`src/sv/single_wire_sensor_reader_unit_macros.svh`:
```
// ----------------------------------------------------------------------------
// Single-wire sensor reader assertion macros
// Shared concurrent assertion forms, clocked on clk and disabled in reset.
// ----------------------------------------------------------------------------
`ifndef SINGLE_WIRE_SENSOR_READER_UNIT_MACROS_SVH
`define SINGLE_WIRE_SENSOR_READER_UNIT_MACROS_SVH

// Same-cycle implication.
`define SWSR_ASSERT_IMPL(lbl, ante, cons, msg) \
  lbl: assert property (@(posedge clk) disable iff (!rst_n) (ante) |-> (cons)) \
    else $error(msg);

// Next-cycle implication.
`define SWSR_ASSERT_NEXT(lbl, ante, cons, msg) \
  lbl: assert property (@(posedge clk) disable iff (!rst_n) (ante) |=> (cons)) \
    else $error(msg);

`endif

```
`src/sv/swsr_pkg.sv`:
```
// ----------------------------------------------------------------------------
// Single-wire sensor reader package
// Transaction payloads, configuration registers, phase and status codes.
// ----------------------------------------------------------------------------
package swsr_pkg;

  localparam int unsigned CFG_IDX_BITS = 3;
  localparam int unsigned CFG_DATA_BITS = 16;

  localparam logic [CFG_IDX_BITS-1:0] CFG_START_LOW_US       = 3'd0;
  localparam logic [CFG_IDX_BITS-1:0] CFG_RELEASE_US         = 3'd1;
  localparam logic [CFG_IDX_BITS-1:0] CFG_RESPONSE_SAMPLE_US = 3'd2;
  localparam logic [CFG_IDX_BITS-1:0] CFG_RESPONSE_CHECK_US  = 3'd3;
  localparam logic [CFG_IDX_BITS-1:0] CFG_BIT_SAMPLE_US      = 3'd4;
  localparam logic [CFG_IDX_BITS-1:0] CFG_BYTE_COUNT         = 3'd5;

  localparam logic [15:0] RST_START_LOW_US       = 16'd18000;
  localparam logic [15:0] RST_RELEASE_US         = 16'd20;
  localparam logic [15:0] RST_RESPONSE_SAMPLE_US = 16'd40;
  localparam logic [15:0] RST_RESPONSE_CHECK_US  = 16'd80;
  localparam logic [15:0] RST_BIT_SAMPLE_US      = 16'd40;
  localparam logic [3:0]  RST_BYTE_COUNT         = 4'd5;

  localparam logic [3:0] MIN_BYTES = 4'd1;
  localparam logic [3:0] MAX_BYTES = 4'd8;

  localparam logic [1:0] ST_NONE     = 2'd0;
  localparam logic [1:0] ST_OK       = 2'd1;
  localparam logic [1:0] ST_NO_RESP  = 2'd2;
  localparam logic [1:0] ST_BAD_RESP = 2'd3;

  typedef enum logic [9:0] {
    PH_IDLE       = 10'b00_0000_0001,
    PH_START_LOW  = 10'b00_0000_0010,
    PH_RELEASE    = 10'b00_0000_0100,
    PH_RESP_WAIT  = 10'b00_0000_1000,
    PH_RESP_CHECK = 10'b00_0001_0000,
    PH_RESP_END   = 10'b00_0010_0000,
    PH_BIT_RISE   = 10'b00_0100_0000,
    PH_BIT_DELAY  = 10'b00_1000_0000,
    PH_BIT_FALL   = 10'b01_0000_0000,
    PH_FINAL_FALL = 10'b10_0000_0000
  } phase_t;

  typedef struct packed {
    logic start_request;
    logic line_level;
  } in_item_t;

  typedef struct packed {
    logic       drive_low;
    logic       drive_high;
    logic [1:0] status;
    logic       byte_valid;
    logic [7:0] byte_value;
    logic       last_byte;
    logic       busy_res;
  } out_item_t;

  typedef struct packed {
    logic [15:0] start_low_us;
    logic [15:0] release_us;
    logic [15:0] response_sample_us;
    logic [15:0] response_check_us;
    logic [15:0] bit_sample_us;
    logic [3:0]  byte_count;
  } cfg_regs_t;

  // Sequencer state apart from the microsecond counter.
  typedef struct packed {
    phase_t     phase;
    logic [2:0] bit_index;
    logic [2:0] byte_index;
    logic [7:0] shift_byte;
  } seq_state_t;

endpackage

```
`src/sv/swsr_in_if.sv`:
```
// ----------------------------------------------------------------------------
// Single-wire sensor reader input channel
// One microsecond tick per transaction: start request and line sample.
// ----------------------------------------------------------------------------
interface swsr_in_if;
  logic               valid;
  logic               ready;
  swsr_pkg::in_item_t data;

  modport source (output valid, output data, input ready);
  modport sink (input valid, input data, output ready);
endinterface

```
`src/sv/swsr_out_if.sv`:
```
// ----------------------------------------------------------------------------
// Single-wire sensor reader result channel
// One result transaction per input tick: line drive, status and bytes.
// ----------------------------------------------------------------------------
interface swsr_out_if;
  logic                valid;
  logic                ready;
  swsr_pkg::out_item_t data;

  modport source (output valid, output data, input ready);
  modport sink (input valid, input data, output ready);
endinterface

```
`src/sv/single_wire_sensor_reader_unit.sv`:
```
// ----------------------------------------------------------------------------
// Single-wire sensor reader
// Host side of a single-bus temperature/humidity sensor, one tick per item.
// ----------------------------------------------------------------------------
// Usage:
//   Feed one in_ch transaction per microsecond tick, carrying start_request
//   and the sampled line level. Every accepted tick yields exactly one out_ch
//   transaction with the line drive for that tick, a response status on the
//   tick the response is judged, and decoded bytes (MSB first) with a
//   last_byte mark on the final one.
//   The result of a tick sits in the output register on the cycle after it
//   is accepted. Throughput is one tick per cycle while out_ch does not stall,
//   set by the single-pass tick logic between the sequencer state register
//   and the output register.
//   When out_ch stalls, the output register holds its transaction and in_ch
//   ready drops until it is taken; ready returns in the same cycle the
//   receiver takes the held result.
//   Reset puts the sequencer in idle, clears the counters and loads the
//   default timings (18 ms start low, 20/40/80/40 us, five bytes).
//   Configuration registers are written through cfg_we/cfg_index/cfg_wdata
//   while idle; indexes past the register list are ignored.
//   A start request aborts any transfer and drives the line low that tick.
// ----------------------------------------------------------------------------
module single_wire_sensor_reader_unit #(
  parameter int unsigned COUNT_BITS = 16
) (
  input  logic                                 clk,
  input  logic                                 rst_n,
  swsr_in_if.sink                              in_ch,
  swsr_out_if.source                           out_ch,
  input  logic                                 cfg_we,
  input  logic [swsr_pkg::CFG_IDX_BITS-1:0]    cfg_index,
  input  logic [swsr_pkg::CFG_DATA_BITS-1:0]   cfg_wdata
);
  import swsr_pkg::*;

  `include "single_wire_sensor_reader_unit_macros.svh"

  cfg_regs_t             cfg_r;
  seq_state_t            seq_r, seq_nxt;
  logic [COUNT_BITS-1:0] cnt_r, cnt_nxt;
  out_item_t             res_r, res_nxt;
  logic                  res_valid_r;
  logic                  in_fire;

  // Take a new tick whenever the output register is empty or being drained.
  assign in_ch.ready  = !res_valid_r || out_ch.ready;
  assign in_fire      = in_ch.valid && in_ch.ready;
  assign out_ch.valid = res_valid_r;
  assign out_ch.data  = res_r;

  // Configuration registers; writes must arrive only while idle, which the block itself does not enforce.
  always_ff @(posedge clk) begin
    if (!rst_n) begin
      cfg_r.start_low_us       <= RST_START_LOW_US;
      cfg_r.release_us         <= RST_RELEASE_US;
      cfg_r.response_sample_us <= RST_RESPONSE_SAMPLE_US;
      cfg_r.response_check_us  <= RST_RESPONSE_CHECK_US;
      cfg_r.bit_sample_us      <= RST_BIT_SAMPLE_US;
      cfg_r.byte_count         <= RST_BYTE_COUNT;
    end else if (cfg_we) begin
      case (cfg_index)
        CFG_START_LOW_US:       cfg_r.start_low_us       <= cfg_wdata;
        CFG_RELEASE_US:         cfg_r.release_us         <= cfg_wdata;
        CFG_RESPONSE_SAMPLE_US: cfg_r.response_sample_us <= cfg_wdata;
        CFG_RESPONSE_CHECK_US:  cfg_r.response_check_us  <= cfg_wdata;
        CFG_BIT_SAMPLE_US:      cfg_r.bit_sample_us      <= cfg_wdata;
        CFG_BYTE_COUNT:         cfg_r.byte_count         <= cfg_wdata[3:0];
        default: begin
        end
      endcase
    end
  end

  swsr_step #(
    .COUNT_BITS (COUNT_BITS)
  ) u_step (
    .cur_st  (seq_r),
    .cur_cnt (cnt_r),
    .cfg     (cfg_r),
    .item    (in_ch.data),
    .nxt_st  (seq_nxt),
    .nxt_cnt (cnt_nxt),
    .res     (res_nxt)
  );

  // Advance the sequencer only on an accepted tick.
  always_ff @(posedge clk) begin
    if (!rst_n) begin
      seq_r.phase      <= PH_IDLE;
      seq_r.bit_index  <= '0;
      seq_r.byte_index <= '0;
      seq_r.shift_byte <= '0;
      cnt_r            <= '0;
    end else if (in_fire) begin
      seq_r <= seq_nxt;
      cnt_r <= cnt_nxt;
    end
  end

  // Output register: load on accept, drop valid once the receiver takes it.
  always_ff @(posedge clk) begin
    if (!rst_n) begin
      res_valid_r <= 1'b0;
    end else if (in_fire) begin
      res_valid_r <= 1'b1;
    end else if (out_ch.ready) begin
      res_valid_r <= 1'b0;
    end
  end

  always_ff @(posedge clk) begin
    if (in_fire) begin
      res_r <= res_nxt;
    end
  end

  `SWSR_ASSERT_NEXT(a_start_drives_low, in_fire && in_ch.data.start_request,
    out_ch.valid && out_ch.data.drive_low && out_ch.data.busy_res,
    "start tick did not drive the line low")
  `SWSR_ASSERT_IMPL(a_ready_when_empty, !res_valid_r, in_ch.ready,
    "input stalled while output register empty")
  `SWSR_ASSERT_IMPL(a_no_accept_on_stall, out_ch.valid && !out_ch.ready, !in_ch.ready,
    "tick accepted while result stalled")
  `SWSR_ASSERT_NEXT(a_idle_no_drive, !in_fire && seq_r.phase == PH_IDLE,
    seq_r.phase == PH_IDLE,
    "sequencer left idle without an accepted tick")

endmodule

```
`src/sv/swsr_step.sv`:
```
// ----------------------------------------------------------------------------
// Single-wire sensor reader tick logic
// Next sequencer state and result for one microsecond tick.
// ----------------------------------------------------------------------------
module swsr_step #(
  parameter int unsigned COUNT_BITS = 16
) (
  input  swsr_pkg::seq_state_t    cur_st,
  input  logic [COUNT_BITS-1:0]   cur_cnt,
  input  swsr_pkg::cfg_regs_t     cfg,
  input  swsr_pkg::in_item_t      item,
  output swsr_pkg::seq_state_t    nxt_st,
  output logic [COUNT_BITS-1:0]   nxt_cnt,
  output swsr_pkg::out_item_t     res
);
  import swsr_pkg::*;

  localparam int unsigned CW = (COUNT_BITS > 16) ? COUNT_BITS : 16;
  localparam logic [COUNT_BITS-1:0] CNT_MAX = '1;

  // Clamp a delay register to what the counter can reach.
  function automatic logic [COUNT_BITS-1:0] sat_delay(input logic [15:0] v);
    logic [CW-1:0] ve;
    ve = CW'(v);
    if (ve > CW'(CNT_MAX)) begin
      return CNT_MAX;
    end
    return COUNT_BITS'(ve);
  endfunction

  logic [COUNT_BITS-1:0] d_start, d_release, d_resp_sample, d_resp_check, d_bit;
  logic [COUNT_BITS-1:0] cnt_base, cnt_inc;
  seq_state_t            base;
  logic [3:0]            eff_bytes;
  logic [7:0]            shifted;
  logic                  last_hit;

  assign d_start       = sat_delay(cfg.start_low_us);
  assign d_release     = sat_delay(cfg.release_us);
  assign d_resp_sample = sat_delay(cfg.response_sample_us);
  assign d_resp_check  = sat_delay(cfg.response_check_us);
  assign d_bit         = sat_delay(cfg.bit_sample_us);

  assign eff_bytes = (cfg.byte_count < MIN_BYTES) ? MIN_BYTES :
                     (cfg.byte_count > MAX_BYTES) ? MAX_BYTES : cfg.byte_count;

  // A start request restarts the sequence on this very tick.
  always_comb begin
    base     = cur_st;
    cnt_base = cur_cnt;
    if (item.start_request) begin
      base.phase      = PH_START_LOW;
      base.bit_index  = '0;
      base.byte_index = '0;
      base.shift_byte = '0;
      cnt_base        = '0;
    end
  end

  assign cnt_inc  = (cnt_base == CNT_MAX) ? cnt_base : cnt_base + 1'b1;
  assign shifted  = {base.shift_byte[6:0], item.line_level};
  assign last_hit = ({1'b0, base.byte_index} + 4'd1) >= eff_bytes;

  always_comb begin
    nxt_st       = base;
    nxt_cnt      = cnt_base;
    res          = '0;
    res.busy_res = (base.phase != PH_IDLE);
    case (base.phase)
      PH_IDLE: begin
      end
      PH_START_LOW: begin
        res.drive_low = 1'b1;
        nxt_cnt       = cnt_inc;
        if (cnt_inc >= d_start) begin
          nxt_st.phase = PH_RELEASE;
          nxt_cnt      = '0;
        end
      end
      PH_RELEASE: begin
        res.drive_high = 1'b1;
        nxt_cnt        = cnt_inc;
        if (cnt_inc >= d_release) begin
          nxt_st.phase = PH_RESP_WAIT;
          nxt_cnt      = '0;
        end
      end
      PH_RESP_WAIT: begin
        nxt_cnt = cnt_inc;
        if (cnt_inc >= d_resp_sample) begin
          nxt_cnt = '0;
          if (!item.line_level) begin
            nxt_st.phase = PH_RESP_CHECK;
          end else begin
            res.status   = ST_NO_RESP;
            nxt_st.phase = PH_IDLE;
          end
        end
      end
      PH_RESP_CHECK: begin
        nxt_cnt = cnt_inc;
        if (cnt_inc >= d_resp_check) begin
          nxt_cnt = '0;
          if (item.line_level) begin
            res.status   = ST_OK;
            nxt_st.phase = PH_RESP_END;
          end else begin
            res.status   = ST_BAD_RESP;
            nxt_st.phase = PH_IDLE;
          end
        end
      end
      PH_RESP_END: begin
        if (!item.line_level) begin
          nxt_st.phase = PH_BIT_RISE;
          nxt_cnt      = '0;
        end
      end
      PH_BIT_RISE: begin
        if (item.line_level) begin
          nxt_st.phase = PH_BIT_DELAY;
          nxt_cnt      = '0;
        end
      end
      PH_BIT_DELAY: begin
        nxt_cnt = cnt_inc;
        if (cnt_inc >= d_bit) begin
          nxt_cnt           = '0;
          nxt_st.shift_byte = shifted;
          nxt_st.phase      = PH_BIT_FALL;
          if (base.bit_index == 3'd7) begin
            nxt_st.bit_index = '0;
            res.byte_valid   = 1'b1;
            res.byte_value   = shifted;
            if (last_hit) begin
              res.last_byte = 1'b1;
              nxt_st.phase  = PH_FINAL_FALL;
            end else begin
              nxt_st.byte_index = base.byte_index + 3'd1;
            end
          end else begin
            nxt_st.bit_index = base.bit_index + 3'd1;
          end
        end
      end
      PH_BIT_FALL: begin
        if (!item.line_level) begin
          nxt_st.phase = PH_BIT_RISE;
          nxt_cnt      = '0;
        end
      end
      PH_FINAL_FALL: begin
        if (!item.line_level) begin
          nxt_st.phase = PH_IDLE;
          nxt_cnt      = '0;
        end
      end
      default: begin
        nxt_st.phase = PH_IDLE;
        nxt_cnt      = '0;
      end
    endcase
  end

endmodule

```
`src/flat_wrapper.sv`:
```
// flat-port wrapper written by rule: the top's interface ports become plain ports
module single_wire_sensor_reader_unit_flat import swsr_pkg::*;
#(
  parameter int unsigned COUNT_BITS = 16
)
  (clk, rst_n, cfg_we, cfg_index, cfg_wdata, in_ch_valid, in_ch_data, in_ch_ready, out_ch_valid, out_ch_data, out_ch_ready);
  swsr_in_if in_ch_i ();
  swsr_out_if out_ch_i ();
  input  logic clk;
  input  logic rst_n;
  input  logic cfg_we;
  input  logic [swsr_pkg::CFG_IDX_BITS-1:0] cfg_index;
  input  logic [swsr_pkg::CFG_DATA_BITS-1:0] cfg_wdata;
  input wire logic [$bits(in_ch_i.valid)-1:0] in_ch_valid;
  input wire logic [$bits(in_ch_i.data)-1:0] in_ch_data;
  output wire logic [$bits(in_ch_i.ready)-1:0] in_ch_ready;
  output wire logic [$bits(out_ch_i.valid)-1:0] out_ch_valid;
  output wire logic [$bits(out_ch_i.data)-1:0] out_ch_data;
  input wire logic [$bits(out_ch_i.ready)-1:0] out_ch_ready;
  assign in_ch_i.valid = in_ch_valid;
  assign in_ch_i.data = in_ch_data;
  assign in_ch_ready = in_ch_i.ready;
  assign out_ch_valid = out_ch_i.valid;
  assign out_ch_data = out_ch_i.data;
  assign out_ch_i.ready = out_ch_ready;
  single_wire_sensor_reader_unit #(.COUNT_BITS(COUNT_BITS)) u_core (.clk(clk), .rst_n(rst_n), .in_ch(in_ch_i), .out_ch(out_ch_i), .cfg_we(cfg_we), .cfg_index(cfg_index), .cfg_wdata(cfg_wdata));
endmodule
```
`config.mk`:
```
export PLATFORM = sky130hd
export DESIGN_NAME = single_wire_sensor_reader_unit_flat
export DESIGN_NICKNAME = d
export VERILOG_FILES = /design/src/sv/swsr_pkg.sv /design/src/sv/swsr_in_if.sv /design/src/sv/swsr_out_if.sv /design/src/sv/single_wire_sensor_reader_unit.sv /design/src/sv/swsr_step.sv /design/src/flat_wrapper.sv
export VERILOG_INCLUDE_DIRS = /design/src /design/src/sv
export SDC_FILE = /design/constraint.sdc
export NUM_CORES = 1
export LEC_CHECK = 0
export ABC_CLOCK_PERIOD_IN_PS = 15390
export BUFFER_PORTS_ARGS = -buffer_cell sky130_fd_sc_hd__buf_2
export CORE_UTILIZATION = 55
export CTS_CLUSTER_SIZE = 30
export DETAILED_ROUTE_END_ITERATION = 8
export GPL_ROUTABILITY_DRIVEN = 0
export PLACE_DENSITY = 0.71
export SLEW_MARGIN = 20
export SYNTH_ARGS = -nofsm -noshare
export SYNTH_HDL_FRONTEND = slang
export SYNTH_SLANG_ARGS = --single-unit
```
`constraint.sdc`:
```
create_clock -name clk -period 15.39 [get_ports clk]
set_clock_uncertainty 0.1 [all_clocks]
set_input_delay 3.078 -clock clk [delete_from_list [all_inputs] [get_ports clk]]
set_output_delay 3.078 -clock clk [all_outputs]
set_load 0.02 [all_outputs]
```
==> metrics.txt, run 1 <==
flops & latches, synth approximately 140; overall routed net length 20200 um; sequential share of the synthesized area a little over a third; insertion delay to the later sink of the worst-skew pair between 400 and 500 ps; crit-path max FO 38; class of the most critical hold timing path register to register; setup TNS after final layout 0 ps; post-place instance area between 8000 and 9000 sq um; largest stage delay on the critical path between 600 and 700 ps; endpoint type of the worst setup path register; number of cell rows 43; Final Instance Count excl. Fillers approximately 1200; global-route wire length before repair 32800 um; maximum number of pins on one net before global-route repair 70; combined area of all synthesized cells between 8000 and 9000 sq um; largest delay contributor family on the critical path simple AND/OR/NAND/NOR gates; post-detailed-route via-to-cell ratio between 5 and 6; signal arrival time at the worst endpoint ~8400 ps; placed wire-length estimate after detailed placement between 10000 and 15000 um; max-slew violation count 0; DRT iter0 DRCs ~730; instance count after placement with tap cells included ~1200; WHS roughly 350 ps; MaxCap Viol Count 0; achievable frequency 122 MHz; number of nets in the synthesized netlist 1100; slowest cell on the critical path or4_1; count of flip-flops with a built-in enable after synthesis 15; worst path cell trace buf_2 -> inv_1 -> nand2_1 -> inv_1 -> ha_1 -> nand4b_1 -> nor3_2 -> a21oi_4 -> nand4_2 -> or3_1 -> or2_0 -> a21oi_1 -> ha_1 -> nand4_1 -> nor2_1 -> nand4_1 -> a21oi_1 -> nor3_1 -> or4_1 -> o21ai_1 -> nor2_1; top_reg_cell synth dfxtp_1; Final period util 53.2%; count of nets after finishing 1126; worst slack at placement about 6900 ps; post-DR wirelength/cell around 17 um; CTS sink count around 140; Num CTS Buffers 17; final hold vios 0; list of most frequent post-synthesis cells nand2_1, dfxtp_1, a21oi_1; maximum root-to-sink buffer count 2; most used standard cell by instance count after synthesis nand2_1; slack of the critical path 7210 ps; number of placed I/O pins 43; post-synthesis area per instance between 8 and 9 sq um; CTS H-tree lvls 4; Crit Path Category primary input to register; count of antenna-violating nets left after detailed routing 0; fraction of final layout cells sized beyond drive strength 1 a little over a tenth; vias in the first global route between 6000 and 7000; number of setup violations in the final report 0; Floorplan Core Area approximately 14000 sq um; Worst Max-Slew Pin Slew 1120 ps; worst slew margin relative to its limit 25.2%; leading area contributor after synthesis dfxtp_1; number of buffers and inverters on the critical path 3; DRC viols 0; Detailed Routing Iterations Pass 1 5; post-CTS setup-driven buffer insertion count 0; maximum ir drop on the vdd rail between 0.08 and 0.09 mV; Antenna diodes 0; count of buffers inserted at the top-level ports 42; leakage power of the design approximately 3.7 nW; Hold Buf Count CTS 0; area fraction of the dominant cell type after synthesis roughly 30%; Clock Tree Root clkbuf_16; largest cells by area after synthesis dfxtp_1, ha_1, nand2_1; effective utilization at floorplan 57.1%; Required @ worst endpoint 15590 ps; Vert. Die Dim between 100 and 150 um; count of different cell masters after synthesis 81; YS warnings 0; antenna violations before repair 0; unrepaired setup endpoints after global routing no; layout-stage area growth over the synthesis result 11.9%; Die Area around 15000 sq um; cells after synthesis about 990; register-to-register setup slack roughly 10000 ps; Cell Pwr Density 101 nW/um^2; Gates resized, CTS repair 0; CTS tree yes; fill cell instance count of the final layout 1245; final cell area excluding filler cells between 9000 and 10000 sq um; total number of vias a little under 7000; Die Wd between 100 and 150 um; final critical path time including I/O delays and setup about 8000 ps; run status finished clean; share of async-settable or async-resettable flops after synthesis 0%; GR Overflow Total 0; element type at the critical path start primary input; clock-pin slew on the worst setup and hold paths 60 ps; overall global routing resource usage between 20% and 30%
## final timing paths
path / startpoint / endpoint / depth (start not counted)
worst max-delay path: in_ch_data[1] / u_core.cnt_r[1]$_SDFFE_PN0P_ / 21
worst min-delay path: u_core.cfg_r[58]$_SDFFE_PN0P_ / u_core.cfg_r[58]$_SDFFE_PN0P_ / 2
worst max register to register: u_core.cnt_r[1]$_SDFFE_PN0P_ / u_core.cnt_r[1]$_SDFFE_PN0P_ / 17
worst min register to register: u_core.cfg_r[58]$_SDFFE_PN0P_ / u_core.cfg_r[58]$_SDFFE_PN0P_ / 2
## per-layer routing
| layer | wire length, um | vias to the layer above | global-route usage (%) |
|---|---|---|---|
| li1 | - | 3476 | - |
| met1 | 9400 | 3228 | 38.8 |
| met2 | 9380 | 177 | 45.9 |
| met3 | 1080 | 23 | 5.77 |
| met4 | 354 | 0 | 8.58 |
| met5 | 0 | - | 0 |
## cells by family after synthesis
logic type | after synthesis | share of synthesized area [%]
xor+xnor | 9 | 0.978
simple gates | 377 | 23.4
compound gates | 240 | 18.5
fa+ha+maj | 88 | 13.7
mux | 5 | 0.637
buf+inv | 128 | 6.35
flops | 139 | 36.4
## where the power goes
| group | total, mW | leakage, nW | switching, mW | internal, mW |
|---|---|---|---|---|
| combinational | 0.0674 | 2.24 | 0.0465 | 0.0209 |
| sequential | 0.379 | 1.15 | 0.00492 | 0.374 |
| clock | 0.462 | 0.324 | 0.171 | 0.291 |
## cells in the final DEF (no fill, tap or decap), types with 4 or more instances in the layout
cell         n
o211ai_1    15
nand2_1    197
a22o_1       8
mux2i_1      4
bufinv_16    5
and2_1      13
inv_1       87
o31ai_1      5
ha_1        88
a21oi_1    112
o21ai_1     12
buf_4        4
a211oi_1     6
a31oi_1      7
a22oi_1     10
clkbuf_16   17
nand3_1     15
xor2_1       4
o21ai_0     23
nor3_2       4
buf_2       42
nand2b_1     9
dfxtp_1    124
inv_6        7
or3_1        8
edfxtp_1    15
and3_1       5
a21o_1      17
and4_1       4
xnor2_1      5
nand4_1     11
nor2_1      48
nor3_1      10
nor2b_1     13
## flip-flops by register name, indices dropped and copies added (netlist names)
signal,cells
u_core.cfg_r,84
u_core.cnt_r,16
u_core.out_ch.data,15
u_core.seq_r,23
u_core.out_ch.valid,1
## worst min-delay path, cell delays in order, from the launching register on
cell	delay (ps)
dfxtp_1	310
nand2_1	50
a21oi_1	50
## per-stage QoR
step / utilization [%] / power [mW]
6_report: 64.0 / 0.909
5_1_grt: 64.0 / 0.937
4_1_cts: 64.0 / 0.913
3_5_place_dp: 59.3 / 0.453
3_3_place_gp: 59.3 / 0.453
2_1_floorplan: - / 0.431
## final cells by class
cell class / instances / area, sq um / share of cell area (%)
inverters: 89 / 334 / 3.70
flip-flops and latches: 139 / 2930 / 32.5
multi-input cells: 719 / 4630 / 51.3
repair buffers: 46 / 240 / 2.66
clock buffers: 17 / 425 / 4.72
clock inverters: 15 / 234 / 2.59
well taps: 180 / 225 / 2.50
Power figures use the tool's default switching activity.
==> run 2: changes to the inputs <==
Settings changed: ABC_AREA from default to 1, ABC_CLOCK_PERIOD_IN_PS 15390 to 6800, PLACE_DENSITY 0.71 to 0.73.
Clock period 15.39 ns to 6.8 ns, I/O delays scaled along.
==> metrics.txt, run 2 <==
Crit Path Category primary input to register; number of nets in the synthesized netlist around 1500; leading area contributor after synthesis dfxtp_1; sequential share of power 44.5%; placed wire-length estimate after detailed placement between 15000 and 20000 um; number of cell instances on the worst register-to-register path 19; antenna violations before repair 0; vias in the first global route approximately 8500; CTS sink count 139; number of setup violations in the final report 0; signal arrival time at the worst endpoint between 5000 and 6000 ps; MaxCap Viol Count 0; Worst Max-Slew Pin Slew approximately 1100 ps; maximum number of pins on one net before global-route repair 55; instance count after placement with tap cells included 1650; endpoint type of the worst setup path register; most frequent cells in the layout nand2_1, nand3_1, inv_1; total number of vias between 9000 and 10000; most used standard cell by instance count after synthesis nand2_1; Die Wd between 100 and 150 um; largest registers u_core.cfg_r: 84 flops, u_core.seq_r: 23 flops, u_core.cnt_r: 16 flops; sequential share of the synthesized area 30.7%; Detailed Routing Iterations Pass 1 5; element type at the critical path start primary input; combinational power share 9.3%; count of nets after finishing ~1600; number of cell rows 47; Floorplan Core Area 16800 sq um; Required @ worst endpoint just over 7000 ps; YS warnings 0; insertion delay to the later sink of the worst-skew pair 430 ps; post-place instance area between 9000 and 10000 sq um; post-synthesis area per instance 6.67 sq um; run status finished clean; Net Sw Frac 26.0%; leakage power of the design approximately 5 nW; overall routed net length between 20000 and 30000 um; Critical R2R Capture u_core.cnt_r[5]$_SDFFE_PN0P_; Hold Buf Count CTS 0; Die Area 17900 sq um; hold path startpoint u_core.cfg_r[46]$_SDFFE_PN0P_; launch point of the worst reg-to-reg path u_core.cnt_r[1]$_SDFFE_PN0P_; effective utilization at floorplan 57.0%; global-route wire length before repair approximately 43000 um; multi-input logic area 5680 sq um; leading cell type in the layout, fill and taps excluded nand2_1; post-DR wirelength/cell about 16 um; Num CTS Buffers 17; flip-flop count of the largest register after layout 84; Internal Pwr Total around 1.4 mW; maximum ir drop on the vdd rail roughly 0.17 mV; achievable frequency between 150 and 200 MHz; worst slew margin relative to its limit between 20% and 30%; count of flip-flops with a built-in enable after synthesis 15; cells after synthesis between 1000 and 1500; Cell Pwr Density 187 nW/um^2; GR Overflow Total 0; setup TNS after final layout 0 ps; combined area of all synthesized cells 9560 sq um; count of buffers inserted at the top-level ports 42; sequential cell area between 2000 and 3000 sq um; Gates resized, CTS repair 0; count of antenna-violating nets left after detailed routing 0; area fraction of the dominant cell type after synthesis roughly a quarter; Final Instance Count excl. Fillers ~1700; number of placed I/O pins 43; CTS tree yes; register-to-register setup slack roughly 2500 ps; fill cell instance count of the final layout around 1600; Antenna diodes 0; DRT iter0 DRCs 862; flops & latches, synth ~140; max-slew violation count 0; terminating pin of the worst hold path u_core.cfg_r[46]$_SDFFE_PN0P_; crit-path max FO 45; clock-pin slew on the worst setup and hold paths about 60 ps; overall global routing resource usage 30.5%; share of async-settable or async-resettable flops after synthesis 0%; worst hold path depth 2; Vert. Die Dim ~130 um; final hold vios 0; final cell area excluding filler cells ~10000 sq um; count of different cell masters after synthesis 43; Clk network pwr share about 46%; maximum root-to-sink buffer count 2; largest cells by area after synthesis dfxtp_1, nand2_1, ha_1; Clock Tree Root clkbuf_16; top_reg_cell synth dfxtp_1; Final period util approximately 78%; register with the highest flop count u_core.cfg_r; post-detailed-route via-to-cell ratio between 5 and 6; final critical path time including I/O delays and setup about 5300 ps; class of the most critical hold timing path register to register; DRC viols 0; WHS between 300 and 400 ps; fraction of final layout cells sized beyond drive strength 1 9.71%; layout-stage area growth over the synthesis result 9.20%; post-CTS setup-driven buffer insertion count 0; list of most frequent post-synthesis cells nand2_1, inv_1, nand3_1; total power after layout between 1.5 and 2 mW; CTS H-tree lvls 4; unrepaired setup endpoints after global routing no; NetSw 0.507 mW
[run 2: changes by cell type after synthesis, moves of 12 or more]
cell,change
a21o_1,-15
a21oi_1,+19
and2_1,-13
inv_1,+76
inv_2,+12
nand2_1,+144
nand2_4,+13
nand3_1,+149
nor2_1,+73
nor2b_1,-13
o21ai_0,+74
[run 2: cell type report]
type                    instances  area share [%]
inverters                     179            6.51
flip-flops and latches        139            28.1
repair buffers                 55            2.95
well taps                     220            2.64
multi-input cells            1057            54.4
clock inverters                 8           0.815
clock buffers                  24            4.61
[run 2: metrics by stage]
stage,util [%],setup WS [ps]
global route,62.3,1180
global placement,58.9,1340
CTS,62.3,1550
detailed placement,58.9,1230
floorplan,-,2090
finish,62.3,1470
[run 2: worst max-delay path by stage]
| stage | start | endpoint | depth (start not counted) |
|---|---|---|---|
| after global routing | in_ch_data[1] | u_core.cnt_r[12]$_SDFFE_PN0P_ | 27 |
| after detailed placement | in_ch_data[1] | u_core.seq_r[10]$_SDFFE_PN0P_ | 23 |
| after global placement | in_ch_data[1] | u_core.cnt_r[4]$_SDFFE_PN0P_ | 21 |
| after floorplan | in_ch_data[1] | u_core.cnt_r[10]$_SDFFE_PN0P_ | 27 |
| after CTS | in_ch_data[1] | u_core.cnt_r[5]$_SDFFE_PN0P_ | 21 |
| final | in_ch_data[1] | u_core.cnt_r[5]$_SDFFE_PN0P_ | 21 |
[run 2: cell families after synthesis]
logic type,share of synthesized area (%)
AND/OR/NAND/NOR,32.3
AO/OA/AOI/OAI,15.0
buffers and inverters,9.99
adder cells (fa/ha/maj),11.5
XOR/XNOR,0.550
flip-flops,30.7
[run 2: metal layers]
metal / up-vias / wire (um) / global-route usage (%)
met5: - / 0 / 0
met4: 0 / 425 / 9.15
met3: 37 / 1850 / 5.29
met2: 329 / 12100 / 51.1
met1: 4162 / 12000 / 39.9
li1: 4760 / - / -
[run 2: worst max-delay path: stages]
cell,delay [ps]
buf_2,250
inv_8,280
nand2_1,110
inv_1,180
ha_1,290
nand3_1,120
nor2_2,190
nand2_4,230
nand2_4,260
ha_1,270
a21oi_1,200
o21ai_0,140
a21oi_1,250
nand3_1,300
inv_1,560
nand3_1,170
nand2_1,100
nor2_1,50
nand2_1,50
nand2_1,50
a21oi_1,150
[run 2: power by group through the flow]
stage                     Clock [mW]  Sequential [mW]  Combinational (mW)
after floorplan                    0            0.887               0.118
after CTS                      0.902            0.866               0.179
final                          0.900            0.866               0.181
after global routing           0.937            0.868               0.202
after detailed placement           0            0.884               0.178
after global placement             0            0.883               0.174
==> run 3: changes to the inputs <==
Settings changed: ABC_CLOCK_PERIOD_IN_PS 6800 to 4970, PLACE_DENSITY 0.73 to 0.7.
Clock period 6.8 ns to 4.97 ns, I/O delays scaled along.
==> metrics.txt, run 3 (same netlist as run 2, synthesis figures left out) <==
run status finished clean; Antenna diodes 0; leading cell type in the layout, fill and taps excluded nand2_1; insertion delay to the later sink of the worst-skew pair around 430 ps; Detailed Routing Iterations Pass 1 7; post-detailed-route via-to-cell ratio between 5 and 6; Final Instance Count excl. Fillers ~1700; worst slew margin relative to its limit between 30 and 40%; clock-pin slew on the worst setup and hold paths about 60 ps; Vert. Die Dim roughly 130 um; overall global routing resource usage 31.4%; Routed met3 length 1960 um; Cell Pwr Density between 200 and 300 nW/um^2; number of setup violations in the final report 0; final critical path time including I/O delays and setup between 4000 and 5000 ps; total power after layout ~2.7 mW; Clock Tree Root clkbuf_16; endpoint type of the worst setup path register; number of cell rows 47; maximum ir drop on the vdd rail between 0.2 and 0.25 mV; CTS tree yes; unrepaired setup endpoints after global routing no; antenna violations before repair 0; DRC viols 0; slack of the critical path between 800 and 900 ps; register with the highest flop count u_core.cfg_r; most frequent cells in the layout nand2_1, nand3_1, inv_1; number of placed I/O pins between 40 and 50; DRT iter0 DRCs around 900; signal arrival time at the worst endpoint approximately 4400 ps; uppermost routed layer met4; count of nets after finishing 1573; final hold vios 0; count of antenna-violating nets left after detailed routing 0; Crit Path Category primary input to register; maximum root-to-sink buffer count 2; Die Wd approximately 130 um; fill cell instance count of the final layout 1564; max-slew violation count 0; placed wire-length estimate after detailed placement roughly 18000 um; instance count after placement with tap cells included approximately 1700; Hold Buf Count CTS 0; Floorplan Core Area between 15000 and 20000 sq um; count of buffers inserted at the top-level ports 42; post-CTS setup-driven buffer insertion count 0; vias in the first global route roughly 8700; Worst Max-Slew Pin Slew just under 1000 ps; Final period util approximately 83%; element type at the critical path start primary input; fraction of final layout cells sized beyond drive strength 1 10.6%; layout-stage area growth over the synthesis result 10.8%; achievable frequency 242 MHz; post-DR wirelength/cell roughly 16 um; worst slack at placement about 440 ps; global-route wire length before repair 44300 um; effective utilization at floorplan 57.0%; total number of vias ~9500; post-route met1 wirelength 12400 um; CTS sink count about 140; Die Area between 15000 and 20000 sq um; CTS H-tree lvls 4; Num CTS Buffers 17; GR Overflow Total 0; overall routed net length between 20000 and 30000 um; class of the most critical hold timing path register to register; MaxCap Viol Count 0; Required @ worst endpoint roughly 5200 ps; DR WL met2 about 12000 um; largest registers u_core.cfg_r: 84 flops, u_core.seq_r: 23 flops, u_core.cnt_r: 16 flops; crit-path max FO 17; maximum number of pins on one net before global-route repair between 90 and 100; Gates resized, CTS repair 0; setup TNS after final layout 0 ps; leakage power of the design 5.09 nW; WHS approximately 360 ps; flip-flop count of the largest register after layout 84; multi-input logic area between 5000 and 6000 sq um; sequential cell area a little under 3000 sq um
-- run 3: layout make-up --
cell class,count,area share [%]
Clock buffer,21,4.44
Multi-Input combinational cell,1057,53.7
Clock inverter,10,1.09
Inverter,179,6.41
Timing Repair Buffer,65,4.09
Sequential cell,139,27.7
Tap cell,220,2.60
-- run 3: power breakdown --
| part | total, mW | switching, mW | leakage, nW | internal [mW] |
|---|---|---|---|---|
| Combinational | 0.253 | 0.181 | 3.64 | 0.0725 |
| Clock | 1.29 | 0.517 | 0.290 | 0.777 |
| Sequential | 1.18 | 0.0126 | 1.16 | 1.17 |
-- run 3: metal layers --
metal | global-route usage [%] | vias up
li1 | - | 4772
met5 | 0 | -
met3 | 5.25 | 61
met2 | 50.5 | 354
met1 | 42.5 | 4296
met4 | 11.2 | 0
-- run 3: metrics by stage --
step	instance area (sq um)	utilization (%)
final	10600	63.2
after global routing	10600	63.2
after CTS	10600	63.2
after detailed placement	10000	59.7
after global placement	10000	59.7
after floorplan	9560	-
-- run 3: worst max-delay path: stages --
cell and delay [ps]:
buf_2 150, inv_8 120, buf_4 200, nand2_1 130, nor2_1 220, nand2_2 120, nor2_4 140, nand2_4 210
nand2_1 130, nand2_1 80, inv_1 190, ha_1 270, nand2_1 60, nand3_1 70, nand2_1 60, nand2_1 60
nand2_1 60, nand2_1 150, a21oi_1 300, buf_12 210, nand3_1 80, nand2_1 110, nor2_1 50, nand2_1 50
nand2_1 50, a21oi_1 140
-- run 3: final timing paths --
path / from / end / slack (ps) / cells past startpoint
max: in_ch_data[1] / u_core.cnt_r[4]$_SDFFE_PN0P_ / 840 / 26
min: u_core.cfg_r[60]$_SDFFE_PN0P_ / u_core.cfg_r[60]$_SDFFE_PN0P_ / 360 / 2
min reg2reg: u_core.cfg_r[60]$_SDFFE_PN0P_ / u_core.cfg_r[60]$_SDFFE_PN0P_ / 360 / 2
max reg2reg: u_core.cnt_r[1]$_SDFFE_PN0P_ / u_core.seq_r[10]$_SDFFE_PN0P_ / 1190 / 20
